### config.mk
export PLATFORM = sky130hd
export DESIGN_NAME = tlb_fifo_lru_replacement_unit_flat
export DESIGN_NICKNAME = d
export VERILOG_FILES = /design/src/sv/tlbr_pkg.sv /design/src/sv/tlbr_req_if.sv /design/src/sv/tlbr_rsp_if.sv /design/src/sv/tlbr_cfg_if.sv /design/src/sv/tlb_fifo_lru_replacement_unit.sv /design/src/sv/tlbr_cell.sv /design/src/flat_wrapper.sv
export SDC_FILE = /design/constraint.sdc
export NUM_CORES = 2
export LEC_CHECK = 0
export ABC_AREA = 1
export BUFFER_PORTS_ARGS = -buffer_cell sky130_fd_sc_hd__buf_2
export CORE_ASPECT_RATIO = 0.8
export CORE_UTILIZATION = 41
export DETAILED_ROUTE_END_ITERATION = 7
export GPL_TIMING_DRIVEN = 0
export PLACE_DENSITY = 0.54
export REMOVE_ABC_BUFFERS = 1
export SLEW_MARGIN = 20
export SYNTH_ARGS = -nofsm -noshare
export SYNTH_HDL_FRONTEND = slang
export SYNTH_SLANG_ARGS = --single-unit
export TNS_END_PERCENT = 20
### constraint.sdc
create_clock -name clk -period 10.9 [get_ports clk]
set_input_delay 1.09 -clock clk [delete_from_list [all_inputs] [get_ports clk]]
set_output_delay 1.09 -clock clk [all_outputs]
set_load 0.01 [all_outputs]
### src/sv/tlbr_pkg.sv
package tlbr_pkg;

	// Table geometry and field widths.
	localparam int ENTRIES    = 16;
	localparam int PID_W      = 16;
	localparam int PAGE_W     = 20;
	localparam int FRAME_W    = 20;
	localparam int STAMP_W    = 64;
	localparam int IDX_W      = (ENTRIES > 1) ? $clog2(ENTRIES) : 1;
	localparam int CNT_W      = $clog2(ENTRIES + 1);
	localparam int OP_W       = 2;
	localparam int CFG_IDX_W  = 2;
	localparam int CFG_DATA_W = 5;
	localparam int ENT_CFG_W  = 5;

	// Configuration register indexes.
	localparam logic [CFG_IDX_W-1:0] CFG_LRU_MODE       = CFG_IDX_W'(0);
	localparam logic [CFG_IDX_W-1:0] CFG_ENTRIES_IN_USE = CFG_IDX_W'(1);

	typedef enum logic [OP_W-1:0] {
		OP_LOOKUP = 2'd0,
		OP_INSERT = 2'd1,
		OP_CLEAR  = 2'd2,
		OP_FLUSH  = 2'd3
	} op_t;

	typedef enum logic [2:0] {
		ST_IDLE  = 3'b001,
		ST_SCAN  = 3'b010,
		ST_SHIFT = 3'b100
	} state_t;

	// One translation entry as held by a cell.
	typedef struct packed {
		logic [PID_W-1:0]   pid;
		logic [PAGE_W-1:0]  page;
		logic [FRAME_W-1:0] frame;
		logic [STAMP_W-1:0] stamp;
	} entry_t;

	// Per-cell controls from the sequencer.
	typedef struct packed {
		logic wr;
		logic touch;
		logic shift;
	} cell_ctrl_t;

endpackage

### src/sv/tlbr_req_if.sv
interface tlbr_req_if import tlbr_pkg::*; ();
	logic               valid;
	logic               ready;
	logic [OP_W-1:0]    opcode;
	logic [PID_W-1:0]   proc_id;
	logic [PAGE_W-1:0]  page_num;
	logic [FRAME_W-1:0] frame_in;

	modport source (output valid, opcode, proc_id, page_num, frame_in, input ready);
	modport sink (input valid, opcode, proc_id, page_num, frame_in, output ready);
endinterface

### src/sv/tlbr_rsp_if.sv
interface tlbr_rsp_if import tlbr_pkg::*; ();
	logic               valid;
	logic               ready;
	logic               hit;
	logic [FRAME_W-1:0] frame_out;

	modport source (output valid, hit, frame_out, input ready);
	modport sink (input valid, hit, frame_out, output ready);
endinterface

### src/sv/tlbr_cfg_if.sv
interface tlbr_cfg_if import tlbr_pkg::*; ();
	logic                  valid;
	logic                  ready;
	logic [CFG_IDX_W-1:0]  index;
	logic [CFG_DATA_W-1:0] data;

	modport source (output valid, index, data, input ready);
	modport sink (input valid, index, data, output ready);
endinterface

### src/sv/tlb_fifo_lru_replacement_unit.sv
// Fully associative TLB tagged by process id and page number, built as a row
// of entry cells with a small sequencer.
// The req channel carries one operation per beat: lookup, insert, clear by
// process id or flush. Every accepted beat yields exactly one rsp beat (hit
// and frame for a lookup, zeros otherwise), registered and offered in the cycle after the
// request is accepted. The cfg channel writes lru_mode (index 0) and
// entries_in_use (index 1); it is always ready and must only be used idle.
// Lookups, appending inserts, FIFO replacements and flushes stay in the idle
// state, so they stream at one per cycle while rsp is taken. An LRU
// replacement walks the stored stamps one cell per cycle and holds off the
// next request until the scan is done. A clear removes one matching entry
// per cycle by shifting the cells above it down, so it holds off the next
// request until every matching entry is removed.
// Reset empties the table, zeroes the use clock and FIFO pointer, selects LRU
// mode and 16 entries in use. While rsp is stalled the result is held and a
// new request is accepted only in the cycle in which rsp is taken.
module tlb_fifo_lru_replacement_unit import tlbr_pkg::*; (
	input logic        clk,
	input logic        arst_n,
	tlbr_req_if.sink   req,
	tlbr_rsp_if.source rsp,
	tlbr_cfg_if.sink   cfg
);

	state_t               state_q;
	logic [CNT_W-1:0]     fill_q;
	logic [IDX_W-1:0]     fifo_q;
	logic [STAMP_W-1:0]   clock_q;
	logic                 lru_q;
	logic [ENT_CFG_W-1:0] ent_cfg_q;
	logic [ENTRIES-1:0]   mark_q;
	logic [CNT_W-1:0]     scan_idx_q;
	logic [IDX_W-1:0]     victim_q;
	logic [STAMP_W-1:0]   min_q;
	entry_t               hold_q;
	logic                 rsp_valid_q;
	logic                 hit_q;
	logic [FRAME_W-1:0]   frame_q;

	entry_t               ents [ENTRIES];
	entry_t               up_ents [ENTRIES];
	cell_ctrl_t           ctrls [ENTRIES];
	logic [ENTRIES-1:0]   tag_hits;
	logic [ENTRIES-1:0]   pid_hits;

	op_t                  op;
	logic                 accept;
	logic [CNT_W-1:0]     lim;
	logic                 append;
	logic [IDX_W-1:0]     fifo_p;
	logic [CNT_W-1:0]     fifo_nx;
	logic [ENTRIES-1:0]   valid_vec;
	logic [ENTRIES-1:0]   tag_vec;
	logic [ENTRIES-1:0]   first_vec;
	logic                 hit_any;
	logic [FRAME_W-1:0]   frame_sel;
	logic [ENTRIES-1:0]   mark_low;
	logic [ENTRIES-1:0]   mark_clr;
	logic [ENTRIES-1:0]   shift_vec;
	logic [ENTRIES-1:0]   mark_next;
	logic [STAMP_W-1:0]   stamp_nx;
	logic [STAMP_W-1:0]   cand;
	logic                 wr_en;
	logic [IDX_W-1:0]     widx;
	entry_t               wr_ent;

	assign op       = op_t'(req.opcode);
	assign accept   = req.valid && req.ready;
	assign req.ready = (state_q == ST_IDLE) && (!rsp_valid_q || rsp.ready);
	assign cfg.ready = 1'b1;
	assign stamp_nx = clock_q + STAMP_W'(1);

	// Row of entry cells; the top cell feeds itself during compaction.
	for (genvar k = 0; k < ENTRIES; k++) begin : g_cell
		if (k == ENTRIES - 1) begin : g_top
			assign up_ents[k] = ents[k];
		end else begin : g_mid
			assign up_ents[k] = ents[k + 1];
		end

		assign ctrls[k].wr    = wr_en && (widx == IDX_W'(k));
		assign ctrls[k].touch = accept && (op == OP_LOOKUP) && first_vec[k];
		assign ctrls[k].shift = (state_q == ST_SHIFT) && shift_vec[k];

		tlbr_cell u_cell (
			.clk     (clk),
			.ctrl    (ctrls[k]),
			.wr_ent  (wr_ent),
			.up_ent  (up_ents[k]),
			.q_pid   (req.proc_id),
			.q_page  (req.page_num),
			.ent     (ents[k]),
			.tag_hit (tag_hits[k]),
			.pid_hit (pid_hits[k])
		);
	end

	// Effective entry limit: zero acts as one, anything past the table as full.
	always_comb begin
		if (ent_cfg_q == '0) begin
			lim = CNT_W'(1);
		end else if (32'(ent_cfg_q) > ENTRIES) begin
			lim = CNT_W'(ENTRIES);
		end else begin
			lim = CNT_W'(ent_cfg_q);
		end
	end

	// Match selection: the lowest valid matching cell wins.
	always_comb begin
		for (int k = 0; k < ENTRIES; k++) begin
			valid_vec[k] = (CNT_W'(k) < fill_q);
		end
		tag_vec   = tag_hits & valid_vec;
		first_vec = tag_vec & (~tag_vec + ENTRIES'(1));
		hit_any   = |tag_vec;
		frame_sel = '0;
		for (int k = 0; k < ENTRIES; k++) begin
			frame_sel = frame_sel | (first_vec[k] ? ents[k].frame : '0);
		end
	end

	// Compaction step: every cell at or above the lowest marked one shifts down.
	always_comb begin
		mark_low  = mark_q & (~mark_q + ENTRIES'(1));
		shift_vec = ~(mark_low - ENTRIES'(1));
		mark_clr  = mark_q & ~mark_low;
		mark_next = (mark_clr & ~shift_vec) | ((mark_clr >> 1) & shift_vec);
	end

	// Insert target selection.
	always_comb begin
		append = (fill_q < lim);
		fifo_p = (CNT_W'(fifo_q) >= lim) ? '0 : fifo_q;
		fifo_nx = CNT_W'(fifo_p) + CNT_W'(1);
		if (fifo_nx >= lim) begin
			fifo_nx = '0;
		end
		cand = ents[scan_idx_q[IDX_W-1:0]].stamp;

		wr_en = 1'b0;
		widx  = '0;
		if (state_q == ST_SCAN) begin
			wr_en = (scan_idx_q == fill_q);
			widx  = victim_q;
		end else if (accept && (op == OP_INSERT) && (append || !lru_q)) begin
			wr_en = 1'b1;
			widx  = append ? fill_q[IDX_W-1:0] : fifo_p;
		end

		if (state_q == ST_SCAN) begin
			wr_ent = hold_q;
		end else begin
			wr_ent.pid   = req.proc_id;
			wr_ent.page  = req.page_num;
			wr_ent.frame = req.frame_in;
		end
		wr_ent.stamp = stamp_nx;
	end

	// Configuration registers.
	always_ff @(posedge clk or negedge arst_n) begin
		if (!arst_n) begin
			lru_q     <= 1'b1;
			ent_cfg_q <= ENT_CFG_W'(16);
		end else if (cfg.valid && cfg.ready) begin
			case (cfg.index)
				CFG_LRU_MODE:       lru_q     <= cfg.data[0];
				CFG_ENTRIES_IN_USE: ent_cfg_q <= ENT_CFG_W'(cfg.data);
				default:            ;
			endcase
		end
	end

	// Sequencer and table bookkeeping.
	always_ff @(posedge clk or negedge arst_n) begin
		if (!arst_n) begin
			state_q     <= ST_IDLE;
			fill_q      <= '0;
			fifo_q      <= '0;
			clock_q     <= '0;
			mark_q      <= '0;
			scan_idx_q  <= '0;
			rsp_valid_q <= 1'b0;
		end else begin
			if (accept) begin
				rsp_valid_q <= 1'b1;
			end else if (rsp.ready) begin
				rsp_valid_q <= 1'b0;
			end

			case (state_q)
				ST_IDLE: begin
					if (accept) begin
						case (op)
							OP_LOOKUP: begin
								if (hit_any) begin
									clock_q <= stamp_nx;
								end
							end
							OP_INSERT: begin
								if (append) begin
									clock_q <= stamp_nx;
									fill_q  <= fill_q + CNT_W'(1);
								end else if (lru_q) begin
									scan_idx_q <= CNT_W'(1);
									state_q    <= ST_SCAN;
								end else begin
									clock_q <= stamp_nx;
									fifo_q  <= fifo_nx[IDX_W-1:0];
								end
							end
							OP_CLEAR: begin
								mark_q <= pid_hits & valid_vec;
								if (|(pid_hits & valid_vec)) begin
									state_q <= ST_SHIFT;
								end
							end
							OP_FLUSH: begin
								fill_q <= '0;
							end
							default: ;
						endcase
					end
				end
				ST_SCAN: begin
					if (scan_idx_q == fill_q) begin
						clock_q <= stamp_nx;
						state_q <= ST_IDLE;
					end else begin
						scan_idx_q <= scan_idx_q + CNT_W'(1);
					end
				end
				ST_SHIFT: begin
					fill_q <= fill_q - CNT_W'(1);
					mark_q <= mark_next;
					if (mark_next == '0) begin
						state_q <= ST_IDLE;
					end
				end
				default: state_q <= ST_IDLE;
			endcase
		end
	end

	// Result register and LRU scan datapath.
	always_ff @(posedge clk) begin
		if (accept) begin
			hit_q   <= (op == OP_LOOKUP) && hit_any;
			frame_q <= ((op == OP_LOOKUP) && hit_any) ? frame_sel : '0;
		end
		if (accept && (op == OP_INSERT)) begin
			hold_q.pid   <= req.proc_id;
			hold_q.page  <= req.page_num;
			hold_q.frame <= req.frame_in;
			hold_q.stamp <= '0;
			min_q        <= ents[0].stamp;
			victim_q     <= '0;
		end else if ((state_q == ST_SCAN) && (scan_idx_q != fill_q) && (cand < min_q)) begin
			min_q    <= cand;
			victim_q <= scan_idx_q[IDX_W-1:0];
		end
	end

	assign rsp.valid     = rsp_valid_q;
	assign rsp.hit       = hit_q;
	assign rsp.frame_out = frame_q;

	// The fill count never passes the table size.
	a_fill_bound: assert property (@(posedge clk) disable iff (!arst_n)
		fill_q <= CNT_W'(ENTRIES))
		else $error("fill count beyond table size");

	// Compaction only runs while an entry is still marked for removal.
	a_shift_marks: assert property (@(posedge clk) disable iff (!arst_n)
		(state_q == ST_SHIFT) |-> (mark_q != '0))
		else $error("compaction with no marked entry");

	// Each compaction cycle removes exactly one entry.
	a_shift_fill: assert property (@(posedge clk) disable iff (!arst_n)
		(state_q == ST_SHIFT) |=> (fill_q == $past(fill_q) - CNT_W'(1)))
		else $error("compaction did not drop one entry");

	// The LRU scan index stays between one and the fill count.
	a_scan_range: assert property (@(posedge clk) disable iff (!arst_n)
		(state_q == ST_SCAN) |-> ((scan_idx_q != '0) && (scan_idx_q <= fill_q)))
		else $error("LRU scan index out of range");

	// A flush leaves the table empty.
	a_flush: assert property (@(posedge clk) disable iff (!arst_n)
		(accept && (op == OP_FLUSH)) |=> (fill_q == '0))
		else $error("flush left entries behind");

endmodule

### src/sv/tlbr_cell.sv
module tlbr_cell import tlbr_pkg::*; (
	input  logic              clk,
	input  cell_ctrl_t        ctrl,
	input  entry_t            wr_ent,
	input  entry_t            up_ent,
	input  logic [PID_W-1:0]  q_pid,
	input  logic [PAGE_W-1:0] q_page,
	output entry_t            ent,
	output logic              tag_hit,
	output logic              pid_hit
);

	entry_t ent_q;

	// A write loads a whole entry, a touch refreshes the stamp, and a shift
	// takes the entry of the next cell up during compaction.
	always_ff @(posedge clk) begin
		if (ctrl.wr) begin
			ent_q <= wr_ent;
		end else if (ctrl.touch) begin
			ent_q.stamp <= wr_ent.stamp;
		end else if (ctrl.shift) begin
			ent_q <= up_ent;
		end
	end

	// Tag compares for lookup and clear by process.
	assign pid_hit = (ent_q.pid == q_pid);
	assign tag_hit = pid_hit && (ent_q.page == q_page);
	assign ent     = ent_q;

endmodule
### src/flat_wrapper.sv
// flat-port wrapper written by rule: the top's interface ports become plain ports
module tlb_fifo_lru_replacement_unit_flat import tlbr_pkg::*;
  (clk, arst_n, req_valid, req_opcode, req_proc_id, req_page_num, req_frame_in, req_ready, rsp_valid, rsp_hit, rsp_frame_out, rsp_ready, cfg_valid, cfg_index, cfg_data, cfg_ready);
  tlbr_req_if req_i ();
  tlbr_rsp_if rsp_i ();
  tlbr_cfg_if cfg_i ();
  input logic clk;
  input logic arst_n;
  input wire logic [$bits(req_i.valid)-1:0] req_valid;
  input wire logic [$bits(req_i.opcode)-1:0] req_opcode;
  input wire logic [$bits(req_i.proc_id)-1:0] req_proc_id;
  input wire logic [$bits(req_i.page_num)-1:0] req_page_num;
  input wire logic [$bits(req_i.frame_in)-1:0] req_frame_in;
  output wire logic [$bits(req_i.ready)-1:0] req_ready;
  output wire logic [$bits(rsp_i.valid)-1:0] rsp_valid;
  output wire logic [$bits(rsp_i.hit)-1:0] rsp_hit;
  output wire logic [$bits(rsp_i.frame_out)-1:0] rsp_frame_out;
  input wire logic [$bits(rsp_i.ready)-1:0] rsp_ready;
  input wire logic [$bits(cfg_i.valid)-1:0] cfg_valid;
  input wire logic [$bits(cfg_i.index)-1:0] cfg_index;
  input wire logic [$bits(cfg_i.data)-1:0] cfg_data;
  output wire logic [$bits(cfg_i.ready)-1:0] cfg_ready;
  assign req_i.valid = req_valid;
  assign req_i.opcode = req_opcode;
  assign req_i.proc_id = req_proc_id;
  assign req_i.page_num = req_page_num;
  assign req_i.frame_in = req_frame_in;
  assign req_ready = req_i.ready;
  assign rsp_valid = rsp_i.valid;
  assign rsp_hit = rsp_i.hit;
  assign rsp_frame_out = rsp_i.frame_out;
  assign rsp_i.ready = rsp_ready;
  assign cfg_i.valid = cfg_valid;
  assign cfg_i.index = cfg_index;
  assign cfg_i.data = cfg_data;
  assign cfg_ready = cfg_i.ready;
  tlb_fifo_lru_replacement_unit u_core (.clk(clk), .arst_n(arst_n), .req(req_i), .rsp(rsp_i), .cfg(cfg_i));
endmodule
### After elaboration in Yosys (flattened, before gate mapping)

Cells that the tools add are included.
W data, S select, Z words.

* $add $sub $neg: 8
* magnitude comparators: 22
* eq/ne operators: 88
* mux-type cells: 123
* bitwise gates (word level): 31
* reductions and logical operators: 140

Operators by type and width (count)
* $mux W120: 30
* $mux W64: 26
* $mux W56: 16
* $bmux W120 S4: 1
* $eq A20 B20 Y1: 16
* $mux W20: 16
* $or A20 B20 Y20: 15
* $eq A16 B16 Y1: 16
* $pmux W64 S2: 2
* $and A16 B16 Y16: 6
* $not A16 Y16: 5
* $logic_and A1 B1 Y1: 71
* $add A64 B1 Y64 const B: 1
* $lt A64 B64 Y1: 1
* $mux W5: 9
* $reduce_bool A3 Y1: 15
* $lt A4 B5 Y1 const A: 8
* $reduce_bool A2 Y1: 20
* $ne A2 B1 Y1 const B: 17
* $reduce_and A2 Y1: 17
* $add A16 B1 Y16 const B: 2
* $eq A4 B4 Y1 const B: 8
* $mux W16: 2
* $pmux W16 S2: 1
* other kinds (48): 91

* register bits: 2169
* input bits: 70
* output and inout bits: 24

### Depth between registers and ports, before layout

* depth after elaboration: 22
* depth in mapped cells: 24
* mapped depth without buffers: 22

### By module

A second synthesis with hierarchy kept.

* cell total of the unflattened synthesis: 12207
* area, all modules: 116649.4 sq um

Modules (own cells, without submodules)
* tlbr_cell: instances 16, cells an instance 504, area each 5685.5 sq um, sequential area each 3603.5 sq um
* tlb_fifo_lru_replacement_unit: instances 1, cells an instance 4143, area each 25682.1 sq um, sequential area each 6920.4 sq um

### Least setup slack after synthesis

Ideal clock, no wire load.

* path type: reg-to-reg
* start: register u_core.ent_cfg_q[4]
* end: register u_core.g_cell[15].u_cell.ent_q, in the netlist u_core.g_cell[15].u_cell.ent[0], enable pin
* arrival: 5.789 ns
* data required time: 10.502 ns
* slack: 4.713 ns
* stages on the path, launching flop included: 20
* path buffers: 0
* period minus slack after synthesis: 6.187 ns
* path through: dfstp_2 inv_1 o21ai_0 ha_1 inv_1 nor2_1 a22oi_1 nand3_1 inv_1 nand2_1 inv_1 nand2_1 o21ai_0 a22oi_2 inv_1 nand2_1 inv_2 nand2_1 nor2_1 a31o_2

RTL lines
* start, declared: RTL line tlb_fifo_lru_replacement_unit.sv:30 `logic [ENT_CFG_W-1:0] ent_cfg_q;`
* start signal, assigned: RTL line tlb_fifo_lru_replacement_unit.sv:169 `CFG_ENTRIES_IN_USE: ent_cfg_q <= ENT_CFG_W'(cfg.data);`
* end signal, assigned: RTL line tlbr_cell.sv:19 `ent_q <= wr_ent;`
* end signal, assigned: RTL line tlbr_cell.sv:23 `ent_q <= up_ent;`
* end, declared: RTL line tlbr_cell.sv:13 `entry_t ent_q;`

### Final worst setup path

* start: input req_proc_id[13]
* end: register u_core.g_cell[13].u_cell.ent_q, in the netlist u_core.g_cell[13].u_cell.ent[43], enable pin

* word-level cells in the longest chain between the ends: 8
* elaborated cells on any way between the ends: 34
* those cells by class: 1 x add/sub; 14 x eq/ne; 3 x bitwise; 16 x reduce/logical

RTL lines
* start, declared: RTL line flat_wrapper.sv:11 `input wire logic [$bits(req_i.proc_id)-1:0] req_proc_id;`
* $eq A16 B16 Y1: RTL line tlbr_cell.sv:28 `assign pid_hit = (ent_q.pid == q_pid);`
* $logic_and A1 B1 Y1: RTL line tlbr_cell.sv:29 `assign tag_hit = pid_hit && (ent_q.page == q_page);`
* $and A16 B16 Y16 *: RTL line tlb_fifo_lru_replacement_unit.sv:114 `tag_vec = tag_hits & valid_vec;`
* $not A16 Y16: RTL line tlb_fifo_lru_replacement_unit.sv:115 `first_vec = tag_vec & (~tag_vec + ENTRIES'(1));`
* $add A16 B1 Y16: RTL line tlb_fifo_lru_replacement_unit.sv:115
* $and A16 B16 Y16 *: RTL line tlb_fifo_lru_replacement_unit.sv:115
* $logic_and A1 B1 Y1 *: RTL line tlb_fifo_lru_replacement_unit.sv:82 `assign ctrls[k].touch = accept && (op == OP_LOOKUP) && first_vec[k];`
* $reduce_bool A3 Y1 (no source line) *
* end signal, assigned: RTL line tlbr_cell.sv:19
* end signal, assigned: RTL line tlbr_cell.sv:23
* end, declared: RTL line tlbr_cell.sv:13

Mark *: on every way between the ends. The rest lies on a longest branch, timed or not.
A chain may end at the register's enable or synchronous reset.

==> run summary <==
### Yosys
• compound-cell area share of the yosys netlist: 13.3%
• sequential area share after synthesis: 54.8%
• mux share of post-synthesis cell area: 0.0287%
• Synth warnings: 0
• area share of fa/ha/maj cells after synthesis: 0.914%
• Syn Std Cell Area: 118000 um2
• xor and xnor fraction of the mapped netlist area: 3.02%
• top_reg_cell synth: sky130_fd_sc_hd__edfxtp_1
• number of storage elements in the synthesis netlist: 2169
• simple logic cell fraction of the synthesized area: 21.3%
• number of instances in the synthesized netlist: 13.7k
• main combinational cell family by area after synthesis: simple AND/OR/NAND/NOR gates
• Distinct cells, synth: 70
• async set or reset register ratio after synthesis: 4.79%
• count of flip-flops with a built-in enable after synthesis: 2061
• syn_area_per_cell: 8.60 um2

### Critical path
• arrival time reported for the critical path endpoint: 9.24 ns
• total buffers and inverters traversed by the critical path: 4
• Slowest cell on crit path: sky130_fd_sc_hd__nand3_2
• required time of the worst setup path: 11.44 ns
• family with the most delay on the worst path: simple AND/OR/NAND/NOR gates
• startpoint kind of the worst setup timing path: input pin
• ordered list of cells on the worst path: buf_2 -> inv_1 -> nand2_1 -> nand2_1 -> nand2_1 -> nor2_1 -> nand3_1 -> nor2_1 -> nand2_2 -> nand3_2 -> nor2_4 -> nand3_2 -> nor2_4 -> nand4_2 -> nor2_4 -> nand3_1 -> nand2_2 -> clkinv_8 -> nand2_4 -> buf_16
• delay contributed by the slowest stage of the critical path: 0.81 ns
• classification of the worst setup path: in -> reg
• logic depth of the worst path, buffers included: 20
• maximum fanout encountered on the critical timing path: 117
• sort of element at the end of the critical path: flip-flop
• number of cells on the worst reg-to-reg path: 18

### Layout
• growth of design area from synthesis to finish: 12.6%
• nets@finish: 13.4k
• fraction of layout cells with a size suffix above 1: 7.25%
• count of non-filler cells in the finished layout: 17.3k

### Timing
• Final WS setup: 2.20 ns
• unrepaired setup endpoints after global routing: false
• transition time at the pin with the least slew margin: 1.32 ns
• final period utilization: 79.8%
• worst hold slack after final layout: 0.0733 ns
• timing-limited maximum frequency: 115 MHz
• final hold viol count: 0
• headroom to the max-slew limit: 10.9%
• worst clock skew on the final layout: 0.0752 ns
• Final Max Slew Viols: 0
• final worst path period need: 8.70 ns
• # setup viols final: 0

### Detailed routing
• antenna-violating nets left: 0
• wirelength, routed: 456000 um
• Via-to-Cell Ratio: 5.87
• wire length per cell after detailed routing: 26.3 um
• 1st-pass router iterations: 8
• Iter 0 DRT Violations: 15.4k
• via count: 102k
• total DRC errors in the routed layout: 6

### Pwr
• fraction of power spent switching nets: 33.2%
• Cell Pwr Density: 173 nW/um2
• worst IR drop on VDD: 0.163 mV
• internal power contribution: 15.4 mW
• static leakage: 51.9 nW
• relative contribution of the clock network to total power: 35.6%
• combinational fraction of design power: 22.9%
• Psw: 7.63 mW
• sequential group share of total power: 41.5%

### Die
• initial cell density of the core: 41.3%
• die footprint: 289000 um2
• top-level I/O count: 94
• die height: 481 um
• Std-Cell Rows: 175
• chip width: 601 um
• Placeable Area: 285000 um2

### Global route
• combined global-route utilization of all metal layers: 30.7%
• largest net degree at the start of global routing: 121
• global-route wire length before repair: 653000 um
• via count of the first global-routing pass: 92.6k
• number of antenna violations at the first check in global routing: 65
• global route overflow: 0

### Outcome
• violations in the final reports: design-rule violations
• outcome: finished, violations left

### Placed design
• port buffer count: 92
• placement-stage worst setup slack: 0.270 ns
• placed wire-length estimate: 302000 um
• placed cells: 16.9k
• routability-driven placement congestion ratio: 0.923

### CTS
• post-cts resize count: 0
• total number of H-tree levels: 4
• Clk Latency, worst-skew pair: 0.93 ns
• clock tree from TritonCTS: done
• cts hold-fix bufs: 0
• clock sinks: 2169
• Clk pin slew, worst setup/hold paths: 0.06 ns
• post-CTS setup buffer count: 0
• cell at the root of the clock tree: sky130_fd_sc_hd__clkbuf_16
• maximum clock path buffer count: 4
• CTS Buf Count: 235

### Worst hold path
• Hold/Removal Path Class: in -> async

### Job
• max_cap viols: 0

metrics by stage:
stage               cell area [um2]  utilization (%)  TNS [ns]  total power [mW]
floorplan                    114000                -  -9173.35              12.6
global placement             119000             41.7         -              15.2
detailed placement           125000             43.8         0              14.8
CTS                          132000             46.5         0              22.9
global route                 133000             46.6         0              23.8
finish                       133000             46.6         0              23.0
final cells by class:
type                    instances  area (um2)
diodes                         55         138
inverters                     977        3780
multi-input cells            9557       46300
flip-flops and latches       2169       64600
clock buffers                 305        6420
clock inverters               126        1110
fillers                     27100      152000
repair buffers                347        5500
well taps                    3805        4760
Yosys cell counts (all sizes together) (5+ instances only):
| library cell | n | area, um2 |
|---|---|---|
| nand2 | 3887 | 14600 |
| edfxtp | 2061 | 61900 |
| o21ai | 2376 | 11900 |
| a211oi | 8 | 65.1 |
| ha | 86 | 1080 |
| and3 | 7 | 43.8 |
| nand3b | 8 | 60.1 |
| o2111ai | 8 | 70.1 |
| nand3 | 594 | 2990 |
| nor4 | 55 | 350 |
| o221ai | 33 | 289 |
| a21oi | 374 | 1890 |
| and2 | 5 | 31.3 |
| nor2b | 6 | 37.5 |
| clkinv | 6 | 23.8 |
| xnor2 | 247 | 2170 |
| inv | 971 | 3640 |
| buf | 308 | 1560 |
| nor3b | 20 | 155 |
| nor3 | 118 | 661 |
| nor2 | 989 | 3780 |
| or2 | 85 | 532 |
| clkbuf | 675 | 2540 |
| xor2 | 154 | 1380 |
| o211ai | 105 | 788 |
| dfrtp | 101 | 2530 |
| o22ai | 82 | 513 |
| a22oi | 5 | 42.5 |
| nand4 | 279 | 1750 |
cell usage in the layout (no fill, tap or decap), drive strengths merged, types with 6 or more instances in the layout:
cell type  instances
nor3             118
a21oi            374
or2               85
a211oi             8
o21ai           2376
nor2             989
dfrtp            101
bufinv            20
and3               7
nand2           3887
ha                86
o22ai             82
inv              975
buf              347
nand3            594
nor4              55
nand4            279
o211ai           105
nor3b             20
o221ai            33
clkbuf           305
clkinvlp           9
xor2             154
xnor2            247
nor2b              6
edfxtp          2061
diode             55
clkinv            99
nand3b             8
o2111ai            8
power groups by stage:
stage                     registers (mW)  logic, mW  clock network (mW)
after floorplan                     9.80       2.83                   0
after global placement              10.1       5.02                   0
after detailed placement            9.71       5.12                   0
after CTS                           9.53       5.14                8.24
after global routing                9.55       5.67                8.53
final                               9.55       5.26                8.17
state kept, by name (all words and copies together), names as in the netlist:
| register | flops |
|---|---|
| u_core.clock_q | 64 |
| u_core.ent_cfg_q | 5 |
| u_core.fifo_q | 4 |
| u_core.fill_q | 5 |
| u_core.g_cell.u_cell.ent | 1920 |
| u_core.hold_q | 56 |
| u_core.lru_q | 1 |
| u_core.mark_q | 16 |
| u_core.min_q | 64 |
| u_core.rsp.frame_out | 20 |
| u_core.rsp.hit | 1 |
| u_core.rsp.valid | 1 |
| u_core.scan_idx_q | 5 |
| u_core.state_q | 3 |
| u_core.victim_q | 4 |
cell families after synthesis:
group	count (synthesis)
AO/OA/AOI/OAI	3006
XOR/XNOR	401
adder cells (fa/ha/maj)	86
buffers and inverters	1960
flip-flops	2169
multiplexers	3
other	1
AND/OR/NAND/NOR	6060
worst paths after layout:
kind	start	slack (ns)	end
setup reg to reg	u_core.fill_q[4]	2.29	u_core.g_cell[13].u_cell.ent[43]
hold reg to reg	u_core.clock_q[37]	0.48	u_core.clock_q[37]
hold / removal	arst_n	0.07	u_core.ent_cfg_q[2]
min in group clk	req_frame_in[6]	0.36	u_core.hold_q[70]
setup / recovery	req_proc_id[13]	2.20	u_core.g_cell[13].u_cell.ent[43]
max in group asynchronous	arst_n	9.95	u_core.clock_q[7]
layer usage:
layer | GRT usage (%) | wire, um | vias to the layer above
met5 | 0 | 36 | -
met1 | 45.0 | 195000 | 49100
li1 | - | - | 45700
met3 | 6.08 | 53500 | 874
met4 | 12.9 | 19800 | 6
met2 | 44.0 | 188000 | 6080
Note: power is estimated with default switching activity, not from simulation.
